===== src/rtl/core/fc_pkg.sv =====
// Shared types, widths and codes for the FIR full-convolution block.
// Used by fc_front, fc_back and fir_full_convolution; depends on nothing.
package fc_pkg;

  localparam int DATA_W       = 16;
  localparam int PROD_W       = 2 * DATA_W;
  localparam int OUT_W        = 40;
  localparam int IDX_W        = 6;
  localparam int TAPCNT_W     = 7;
  localparam int MAX_TAPS_DEF = 64;
  localparam int APB_AW       = 3;
  localparam int APB_DW       = 32;
  localparam int QDEPTH       = 2;
  localparam int QPTR_W       = 1;
  localparam int QCNT_W       = 2;

  localparam logic OP_LOAD   = 1'b0;
  localparam logic OP_SAMPLE = 1'b1;

  localparam logic REG_TAP_COUNT = 1'b0;

  localparam logic [TAPCNT_W-1:0] TAP_COUNT_RST = TAPCNT_W'(1);

  typedef enum logic [1:0] {
    CMD_LOAD,
    CMD_DROP,
    CMD_SAMPLE,
    CMD_LAST
  } cmd_kind_t;

  typedef struct packed {
    cmd_kind_t                 kind;
    logic [IDX_W-1:0]          slot;
    logic signed [DATA_W-1:0]  value;
    logic [TAPCNT_W-1:0]       taps;
  } cmd_t;

  typedef struct packed {
    logic empty;
    logic full;
  } q_status_t;

  typedef enum logic [2:0] {
    ST_IDLE,
    ST_PUSH,
    ST_RUN,
    ST_DRAIN,
    ST_EMIT
  } back_state_t;

endpackage


===== src/rtl/core/fc_ram.sv =====
// Generic simple dual-port RAM: one write port, one registered read port.
// Depends on nothing.
module fc_ram #(
  parameter int WIDTH = 16,
  parameter int DEPTH = 64,
  localparam int AW = (DEPTH > 1) ? $clog2(DEPTH) : 1
) (
  input  logic             clk,
  input  logic             we,
  input  logic [AW-1:0]    waddr,
  input  logic [WIDTH-1:0] wdata,
  input  logic [AW-1:0]    raddr,
  output logic [WIDTH-1:0] rdata
);

  logic [WIDTH-1:0] mem [DEPTH];

  always_ff @(posedge clk) begin
    if (we) begin
      mem[waddr] <= wdata;
    end
    rdata <= mem[raddr];
  end

endmodule


===== src/rtl/core/fc_front.sv =====
// Input side: accepts items, classifies them into commands and queues them.
// Depends on fc_pkg.
module fc_front import fc_pkg::*; #(
  parameter int MAX_TAPS = MAX_TAPS_DEF
) (
  input  logic                     clk,
  input  logic                     rst_n,
  input  logic                     in_valid,
  output logic                     in_ready,
  input  logic                     in_operation,
  input  logic [IDX_W-1:0]         in_tap_index,
  input  logic signed [DATA_W-1:0] in_value,
  input  logic                     in_block_end,
  input  logic [TAPCNT_W-1:0]      taps_eff,
  output logic                     cmd_valid,
  output cmd_t                     cmd,
  input  logic                     cmd_ready,
  output q_status_t                q_stat
);

  cmd_t              q_r [QDEPTH];
  logic [QPTR_W-1:0] wr_ptr_r, wr_ptr_nxt;
  logic [QPTR_W-1:0] rd_ptr_r, rd_ptr_nxt;
  logic [QCNT_W-1:0] cnt_r, cnt_nxt;
  cmd_t              new_cmd;
  logic              push, pop;

  always_comb begin
    new_cmd.slot  = in_tap_index;
    new_cmd.value = in_value;
    new_cmd.taps  = taps_eff;
    priority if (in_operation == OP_LOAD) begin
      new_cmd.kind = (int'(in_tap_index) < MAX_TAPS) ? CMD_LOAD : CMD_DROP;
    end else if (in_block_end) begin
      new_cmd.kind = CMD_LAST;
    end else begin
      new_cmd.kind = CMD_SAMPLE;
    end
  end

  assign in_ready     = (cnt_r != QCNT_W'(QDEPTH));
  assign cmd_valid    = (cnt_r != '0);
  assign cmd          = q_r[rd_ptr_r];
  assign q_stat.empty = (cnt_r == '0);
  assign q_stat.full  = !in_ready;
  assign push         = in_valid && in_ready;
  assign pop          = cmd_valid && cmd_ready;

  always_comb begin
    wr_ptr_nxt = push ? wr_ptr_r + QPTR_W'(1) : wr_ptr_r;
    rd_ptr_nxt = pop ? rd_ptr_r + QPTR_W'(1) : rd_ptr_r;
    cnt_nxt    = cnt_r + QCNT_W'(push) - QCNT_W'(pop);
  end

  always_ff @(posedge clk) begin
    if (!rst_n) begin
      wr_ptr_r <= '0;
      rd_ptr_r <= '0;
      cnt_r    <= '0;
    end else begin
      wr_ptr_r <= wr_ptr_nxt;
      rd_ptr_r <= rd_ptr_nxt;
      cnt_r    <= cnt_nxt;
    end
  end

  always_ff @(posedge clk) begin
    if (push) begin
      q_r[wr_ptr_r] <= new_cmd;
    end
  end

endmodule


===== src/rtl/core/fc_back.sv =====
// Execution side: coefficient store, circular sample history and one shared
// multiply-accumulate sequenced over the taps. Depends on fc_pkg and fc_ram.
module fc_back import fc_pkg::*; #(
  parameter int MAX_TAPS = MAX_TAPS_DEF
) (
  input  logic                    clk,
  input  logic                    rst_n,
  input  logic                    cmd_valid,
  input  cmd_t                    cmd,
  output logic                    cmd_ready,
  output logic                    out_valid,
  input  logic                    out_ready,
  output logic signed [OUT_W-1:0] out_filtered,
  output logic                    out_final_output
);

  localparam int HAW    = (MAX_TAPS > 1) ? $clog2(MAX_TAPS) : 1;
  localparam int HDEPTH = 1 << HAW;

  back_state_t          state_r, state_nxt;
  logic [HAW-1:0]       wp_r, wp_nxt;
  logic [TAPCNT_W-1:0]  fill_r, fill_nxt;
  logic [TAPCNT_W-1:0]  idx_r, idx_nxt;
  logic [TAPCNT_W-1:0]  tail_r, tail_nxt;
  logic [TAPCNT_W-1:0]  taps_r, taps_nxt;
  logic                 last_r, last_nxt;
  logic                 final_r, final_nxt;
  logic [DATA_W-1:0]    smp_r, smp_nxt;
  logic [OUT_W-1:0]     acc_r, acc_nxt;
  logic                 p1_v_r, p1_v_nxt;
  logic                 p1_ok_r, p1_ok_nxt;
  logic                 p2_v_r, p2_v_nxt;
  logic [PROD_W-1:0]    prod_r, prod_nxt;
  logic                 ov_r, ov_nxt;
  logic [OUT_W-1:0]     of_r, of_nxt;
  logic                 ofin_r, ofin_nxt;

  logic                 cw_en, hw_en;
  logic [HAW-1:0]       hw_addr, h_raddr, c_raddr;
  logic [DATA_W-1:0]    hw_data, c_q, h_q;

  fc_ram #(.WIDTH(DATA_W), .DEPTH(MAX_TAPS)) u_coef (
    .clk   (clk),
    .we    (cw_en),
    .waddr (cmd.slot[HAW-1:0]),
    .wdata (cmd.value),
    .raddr (c_raddr),
    .rdata (c_q)
  );

  fc_ram #(.WIDTH(DATA_W), .DEPTH(HDEPTH)) u_hist (
    .clk   (clk),
    .we    (hw_en),
    .waddr (hw_addr),
    .wdata (hw_data),
    .raddr (h_raddr),
    .rdata (h_q)
  );

  assign c_raddr          = idx_r[HAW-1:0];
  assign h_raddr          = wp_r - idx_r[HAW-1:0];
  assign hw_addr          = wp_r + HAW'(1);
  assign hw_data          = (tail_r == '0) ? smp_r : '0;
  assign out_valid        = ov_r;
  assign out_filtered     = of_r;
  assign out_final_output = ofin_r;

  always_comb begin
    p2_v_nxt = p1_v_r;
    prod_nxt = p1_ok_r ? PROD_W'($signed(c_q) * $signed(h_q)) : '0;
  end

  always_comb begin
    state_nxt = state_r;
    wp_nxt    = wp_r;
    fill_nxt  = fill_r;
    idx_nxt   = idx_r;
    tail_nxt  = tail_r;
    taps_nxt  = taps_r;
    last_nxt  = last_r;
    final_nxt = final_r;
    smp_nxt   = smp_r;
    acc_nxt   = p2_v_r ? acc_r + {{(OUT_W-PROD_W){prod_r[PROD_W-1]}}, prod_r} : acc_r;
    p1_v_nxt  = 1'b0;
    p1_ok_nxt = 1'b0;
    ov_nxt    = ov_r && !out_ready;
    of_nxt    = of_r;
    ofin_nxt  = ofin_r;
    cmd_ready = 1'b0;
    cw_en     = 1'b0;
    hw_en     = 1'b0;
    unique case (state_r)
      ST_IDLE: begin
        cmd_ready = 1'b1;
        if (cmd_valid) begin
          unique case (cmd.kind)
            CMD_LOAD: cw_en = 1'b1;
            CMD_DROP: ;
            CMD_SAMPLE, CMD_LAST: begin
              smp_nxt   = cmd.value;
              taps_nxt  = cmd.taps;
              last_nxt  = (cmd.kind == CMD_LAST);
              tail_nxt  = '0;
              state_nxt = ST_PUSH;
            end
          endcase
        end
      end
      ST_PUSH: begin
        hw_en     = 1'b1;
        wp_nxt    = hw_addr;
        fill_nxt  = (int'(fill_r) < MAX_TAPS) ? fill_r + TAPCNT_W'(1) : fill_r;
        acc_nxt   = '0;
        idx_nxt   = '0;
        final_nxt = last_r && (tail_r == taps_r - TAPCNT_W'(1));
        state_nxt = ST_RUN;
      end
      ST_RUN: begin
        p1_v_nxt  = 1'b1;
        p1_ok_nxt = (idx_r < fill_r);
        idx_nxt   = idx_r + TAPCNT_W'(1);
        if (idx_r == taps_r - TAPCNT_W'(1)) begin
          state_nxt = ST_DRAIN;
        end
      end
      ST_DRAIN: begin
        if (!p1_v_r && !p2_v_r) begin
          state_nxt = ST_EMIT;
        end
      end
      ST_EMIT: begin
        if (!ov_r || out_ready) begin
          ov_nxt   = 1'b1;
          of_nxt   = acc_r;
          ofin_nxt = final_r;
          priority if (final_r) begin
            fill_nxt  = '0;
            state_nxt = ST_IDLE;
          end else if (last_r) begin
            tail_nxt  = tail_r + TAPCNT_W'(1);
            state_nxt = ST_PUSH;
          end else begin
            state_nxt = ST_IDLE;
          end
        end
      end
    endcase
  end

  always_ff @(posedge clk) begin
    if (!rst_n) begin
      state_r <= ST_IDLE;
      wp_r    <= '0;
      fill_r  <= '0;
      p1_v_r  <= 1'b0;
      p2_v_r  <= 1'b0;
      ov_r    <= 1'b0;
    end else begin
      state_r <= state_nxt;
      wp_r    <= wp_nxt;
      fill_r  <= fill_nxt;
      p1_v_r  <= p1_v_nxt;
      p2_v_r  <= p2_v_nxt;
      ov_r    <= ov_nxt;
    end
  end

  always_ff @(posedge clk) begin
    idx_r   <= idx_nxt;
    tail_r  <= tail_nxt;
    taps_r  <= taps_nxt;
    last_r  <= last_nxt;
    final_r <= final_nxt;
    smp_r   <= smp_nxt;
    acc_r   <= acc_nxt;
    p1_ok_r <= p1_ok_nxt;
    prod_r  <= prod_nxt;
    of_r    <= of_nxt;
    ofin_r  <= ofin_nxt;
  end

endmodule


===== src/rtl/core/fir_full_convolution.sv =====
// A coefficient load passes the command queue and is written into the store when
// the execution side takes it while idle. A sample result passes the queue, the
// history write, the single MAC that walks the taps one per cycle and the drain
// of the MAC pipeline; each tail result of a block end repeats the write, walk
// and drain. No new sample is taken before the last result is emitted. Reset is
// synchronous, active low; the history reads as zero through its fill count.
module fir_full_convolution import fc_pkg::*; #(
  parameter int MAX_TAPS = MAX_TAPS_DEF
) (
  input  logic                     clk,
  input  logic                     rst_n,
  input  logic                     psel,
  input  logic                     penable,
  input  logic                     pwrite,
  input  logic [APB_AW-1:0]        paddr,
  input  logic [APB_DW-1:0]        pwdata,
  output logic [APB_DW-1:0]        prdata,
  output logic                     pready,
  input  logic                     in_valid,
  output logic                     in_ready,
  input  logic                     in_operation,
  input  logic [IDX_W-1:0]         in_tap_index,
  input  logic signed [DATA_W-1:0] in_value,
  input  logic                     in_block_end,
  output logic                     out_valid,
  input  logic                     out_ready,
  output logic signed [OUT_W-1:0]  out_filtered,
  output logic                     out_final_output
);

  logic [TAPCNT_W-1:0] tap_count_r, tap_count_nxt;
  logic [TAPCNT_W-1:0] taps_eff;
  logic                cfg_wr;
  logic                cmd_valid, cmd_ready;
  cmd_t                cmd;
  q_status_t           q_stat;

  assign pready = 1'b1;
  assign cfg_wr = psel && penable && pwrite && pready;
  assign prdata = (paddr[2] == REG_TAP_COUNT) ? APB_DW'(tap_count_r) : '0;

  always_comb begin
    tap_count_nxt = tap_count_r;
    if (cfg_wr && (paddr[2] == REG_TAP_COUNT)) begin
      tap_count_nxt = pwdata[TAPCNT_W-1:0];
    end
  end

  always_ff @(posedge clk) begin
    if (!rst_n) begin
      tap_count_r <= TAP_COUNT_RST;
    end else begin
      tap_count_r <= tap_count_nxt;
    end
  end

  always_comb begin
    priority if (tap_count_r == '0) begin
      taps_eff = TAPCNT_W'(1);
    end else if (int'(tap_count_r) > MAX_TAPS) begin
      taps_eff = TAPCNT_W'(MAX_TAPS);
    end else begin
      taps_eff = tap_count_r;
    end
  end

  fc_front #(.MAX_TAPS(MAX_TAPS)) u_front (
    .clk          (clk),
    .rst_n        (rst_n),
    .in_valid     (in_valid),
    .in_ready     (in_ready),
    .in_operation (in_operation),
    .in_tap_index (in_tap_index),
    .in_value     (in_value),
    .in_block_end (in_block_end),
    .taps_eff     (taps_eff),
    .cmd_valid    (cmd_valid),
    .cmd          (cmd),
    .cmd_ready    (cmd_ready),
    .q_stat       (q_stat)
  );

  fc_back #(.MAX_TAPS(MAX_TAPS)) u_back (
    .clk              (clk),
    .rst_n            (rst_n),
    .cmd_valid        (cmd_valid),
    .cmd              (cmd),
    .cmd_ready        (cmd_ready),
    .out_valid        (out_valid),
    .out_ready        (out_ready),
    .out_filtered     (out_filtered),
    .out_final_output (out_final_output)
  );

  a_taps_range: assert property (@(posedge clk) disable iff (!rst_n)
    (taps_eff != '0) && (int'(taps_eff) <= MAX_TAPS))
    else $error("effective tap count out of range");

  a_queue_holds: assert property (@(posedge clk) disable iff (!rst_n)
    (in_valid && in_ready) |=> !q_stat.empty)
    else $error("accepted item missing from command queue");

  a_ready_full: assert property (@(posedge clk) disable iff (!rst_n)
    (q_stat.full && !cmd_ready) |=> !in_ready)
    else $error("input ready while command queue stays full");

endmodule

===== config.mk =====
export PLATFORM = sky130hd
export DESIGN_NAME = fir_full_convolution
export DESIGN_NICKNAME = d
export VERILOG_FILES = /design/src/rtl/core/fc_pkg.sv /design/src/rtl/core/fc_ram.sv /design/src/rtl/core/fc_front.sv /design/src/rtl/core/fc_back.sv /design/src/rtl/core/fir_full_convolution.sv
export SDC_FILE = /design/constraint.sdc
export NUM_CORES = 2
export LEC_CHECK = 0
export BUFFER_PORTS_ARGS = -buffer_cell sky130_fd_sc_hd__buf_2
export CAP_MARGIN = 5
export CORE_ASPECT_RATIO = 0.5
export CORE_MARGIN = 8
export CORE_UTILIZATION = 53
export DETAILED_ROUTE_END_ITERATION = 8
export PLACE_DENSITY = 0.78
export SLEW_MARGIN = 20
export SYNTH_ARGS = -nofsm -noshare
export SYNTH_HDL_FRONTEND = slang
export SYNTH_SLANG_ARGS = --single-unit

===== constraint.sdc =====
create_clock -name clk -period 9.15 [get_ports clk]
set_input_delay 0.4575 -clock clk [delete_from_list [all_inputs] [get_ports clk]]
set_output_delay 0.4575 -clock clk [all_outputs]
set_load 0.005 [all_outputs]

==> run summary <==
CORE AREA -> 0.1892 mm2
CTS tree -> yes
Fin nets -> 6226
CP Cell Sequence -> nand2_1 > fa_1 > inv_1 > fa_1 > inv_1 > fa_1 > fa_1 > fa_1 > fa_1 > inv_1 > ha_1 > and2_1 > nand3_1 > nor2_1 > nand2_1 > a21oi_1 > o41ai_2 > o2111ai_1 > a21oi_1 > xnor2_1 > nor2_1
Cell Area, Placed -> 0.1045 mm2
Clock sinks -> 2326
Final setup viols -> 0
Compound-gate portion of the synthesized area -> 2.884%
Mux contribution to synthesized area -> 14.57%
Synth Area in Simple Gates -> 3.987%
Final clock skew -> 68.21 ps
Worst Path Max Fanout -> 16
XOR/XNOR share of the synthesized area -> 0.9737%
Max-cap violations -> 0
Final Critical Period -> 6781 ps
Finished Cell Area -> 0.1112 mm2
Most frequent cells in the layout -> edfxtp_1, mux4_2, inv_1
Vias in the first global route -> 54140
Setup TNS -> 0 ps
Post-Syn Area -> 0.1006 mm2
Via/cell ratio -> 6.180
Placed insts -> 8051
Rows -> 113
Initial Util -> 53.19%
Cell Count, Final, Fillers Out -> 8440
Gr ovfl total -> 0
Most frequent cell on the critical path -> fa_1
Initial drt markers -> 6318
Pins over their slew limit -> 0
CTS H-tree lvls -> 4
Post_cts resized -> 0
Clock Latency Late Sink -> 850 ps
Hold Fails Final Rpt -> 0
Adder-cell share of the synthesized area -> 6.993%
Number of routed nets with antenna violations -> 0
Hold WC Path Type -> input pin to register
DR DRC count -> 0
Fmax -> 147.5 MHz
Final Wtd Congestion -> 0.8828
Async SR Flop Fraction -> 0%
Final HPWL DP -> 135.1 mm
Outcome -> finished clean
Die Ht -> 324.1 um
Clock Tree Root -> clkbuf_16
Clk slew on worst S/H paths -> 70 ps
CTS max path bufs -> 4
Largest family of logic cells by synthesized area -> multiplexers
Crit. End Element -> register
Synthesized area per cell -> 18.27 um2
Crit share post-route -> 74.11%
Max_slew headroom -> 25.52%
WP data arrival -> 7490 ps
Number of synthesized register bits -> 2326
Reg2reg setup slack -> 2370 ps
Slowest cell on crit path -> fa_1
Synth Instances -> 5507
RSZ-0062 raised after global routing -> false
Max incr delay on CP -> 750 ps
Full die area -> 0.2049 mm2
Worst Path Required -> 9860 ps
Wirelength per Cell -> 27.42 um
Vias after detailed routing -> 52160
EDFF count, synth -> 2190
Chip width -> 632.2 um
Synth Flop Type -> edfxtp_1
Initial antenna violation count -> 12
PortBufs -> 88
Synth-to-layout area growth -> 10.47%
Fraction of layout cells with a size suffix above 1 -> 19.96%
CP Launch Type -> register
Critical path type -> register to register
Final hold slack -> 76.50 ps
Warnings, synthesis -> 0
First-pass GRT wire length -> 345.4 mm
GRT Overall Usage -> 22.46%
Pin count of the biggest net entering global routing -> 129
Register area share after synthesis -> 68.06%
Most common cell after layout, fill and taps aside -> edfxtp_1
Worst Max-Slew Pin Slew -> 1116 ps
WL final -> 231.4 mm
Netlist cell types -> 82
Number of fill cells -> 13210
Io pins -> 142
TritonCTS Buffers -> 200
First drt pass iteration count -> 8
logic make-up (layout without fill, tap and decap cells):
kind of cell / after synthesis / after routing
AO/OA/AOI/OAI: 422 / 422
buffers and inverters: 613 / 990
adder cells (fa/ha/maj): 404 / 404
XOR/XNOR: 111 / 111
other: 2 / 28
multiplexers: 774 / 774
flip-flops: 2326 / 2326
AND/OR/NAND/NOR: 855 / 855
critical path: cells and delay by family, from the launching register on:
| kind | cells | cell delay [ps] |
|---|---|---|
| and+or+nand+nor | 6 | 880 |
| adders and majority gates | 7 | 3710 |
| DFF | 1 | 730 |
| buffers and inverters | 3 | 380 |
| xor gates and xnor gates | 1 | 190 |
| AOI/OAI and AO/OA | 4 | 760 |
per-stage QoR:
stage	utilization, %	worst slack (ps)
finish	58.76	2369
global route	58.75	1924
CTS	58.74	2405
detailed placement	55.25	2422
global placement	55.25	2491
floorplan	-	3106
final cells by class:
type                            instances  area (um2)  share of cell area (%)
Sequential cell                      2326       68490                   61.62
Multi-Input combinational cell       2592       29820                   26.82
Clock buffer                          257        5353                   4.816
Tap cell                             2530        3166                   2.848
Timing Repair Buffer                  295        2127                   1.914
Inverter                              341        1281                   1.153
Clock inverter                         97       917.1                  0.8251
Antenna cell                            2       5.005                0.004503
synth_stat cells (all sizes together), types with 27 or more instances:
master | instances | area share [%]
a211oi | 33 | 0.25
a21o | 43 | 0.32
a21oi | 124 | 0.64
and2 | 146 | 0.91
buf | 128 | 0.71
clkbuf | 144 | 0.54
dfxtp | 136 | 2.7
edfxtp | 2190 | 65
fa | 264 | 5.3
ha | 140 | 1.7
inv | 340 | 1.3
mux2i | 198 | 2.0
mux4 | 550 | 12
nand2 | 208 | 0.78
nand3 | 30 | 0.15
nor2 | 317 | 1.2
nor2b | 39 | 0.24
nor3 | 27 | 0.13
o21ai | 52 | 0.27
o221ai | 68 | 0.59
o22ai | 34 | 0.21
xnor2 | 74 | 0.65
xor2 | 37 | 0.32
metal layers:
layer | global-route usage, % | vias up | part of all wire, %
li1 | - | 21730 | -
met1 | 30.06 | 27040 | 38
met2 | 37.89 | 2923 | 49
met3 | 4.382 | 461 | 9.6
met4 | 6.595 | 6 | 3.2
met5 | 0 | - | 0.017
worst paths after layout:
| kind | endpoint | cells past startpoint | start |
|---|---|---|---|
| max | u_back.prod_r[31] | 21 | u_back.u_hist.rdata[2] |
| min | u_back.out_valid | 3 | out_ready |
| max reg2reg | u_back.prod_r[31] | 21 | u_back.u_hist.rdata[2] |
| min reg2reg | u_back.out_filtered[39] | 0 | u_back.acc_r[39] |
state kept, by name, summed over array words and instances (netlist names), 2 cells and up, named ones only:
signal / cells
u_back.smp_r: 16
u_front.q_r: 62
u_back.tail_r: 7
u_back.u_coef.mem: 1024
u_back.taps_r: 7
u_back.prod_r: 32
u_back.out_filtered: 40
u_front.cnt_r: 2
u_back.idx_r: 7
u_back.acc_r: 40
u_back.u_hist.mem: 1024
u_back.u_coef.rdata: 16
tap_count_r: 7
u_back.u_hist.rdata: 16
u_back.fill_r: 7
u_back.wp_r: 6
u_back.state_r: 3
repair_timing:
action / 4_1_cts / 5_1_grt
hold endpoints to repair: 58 / 0
hold buffers: 33 / 0
buffers inserted: 0 / 0
Power is left out: the tool's default activity adds up to more than one toggle a clock period on the data nets, which glitch-free logic cannot reach.
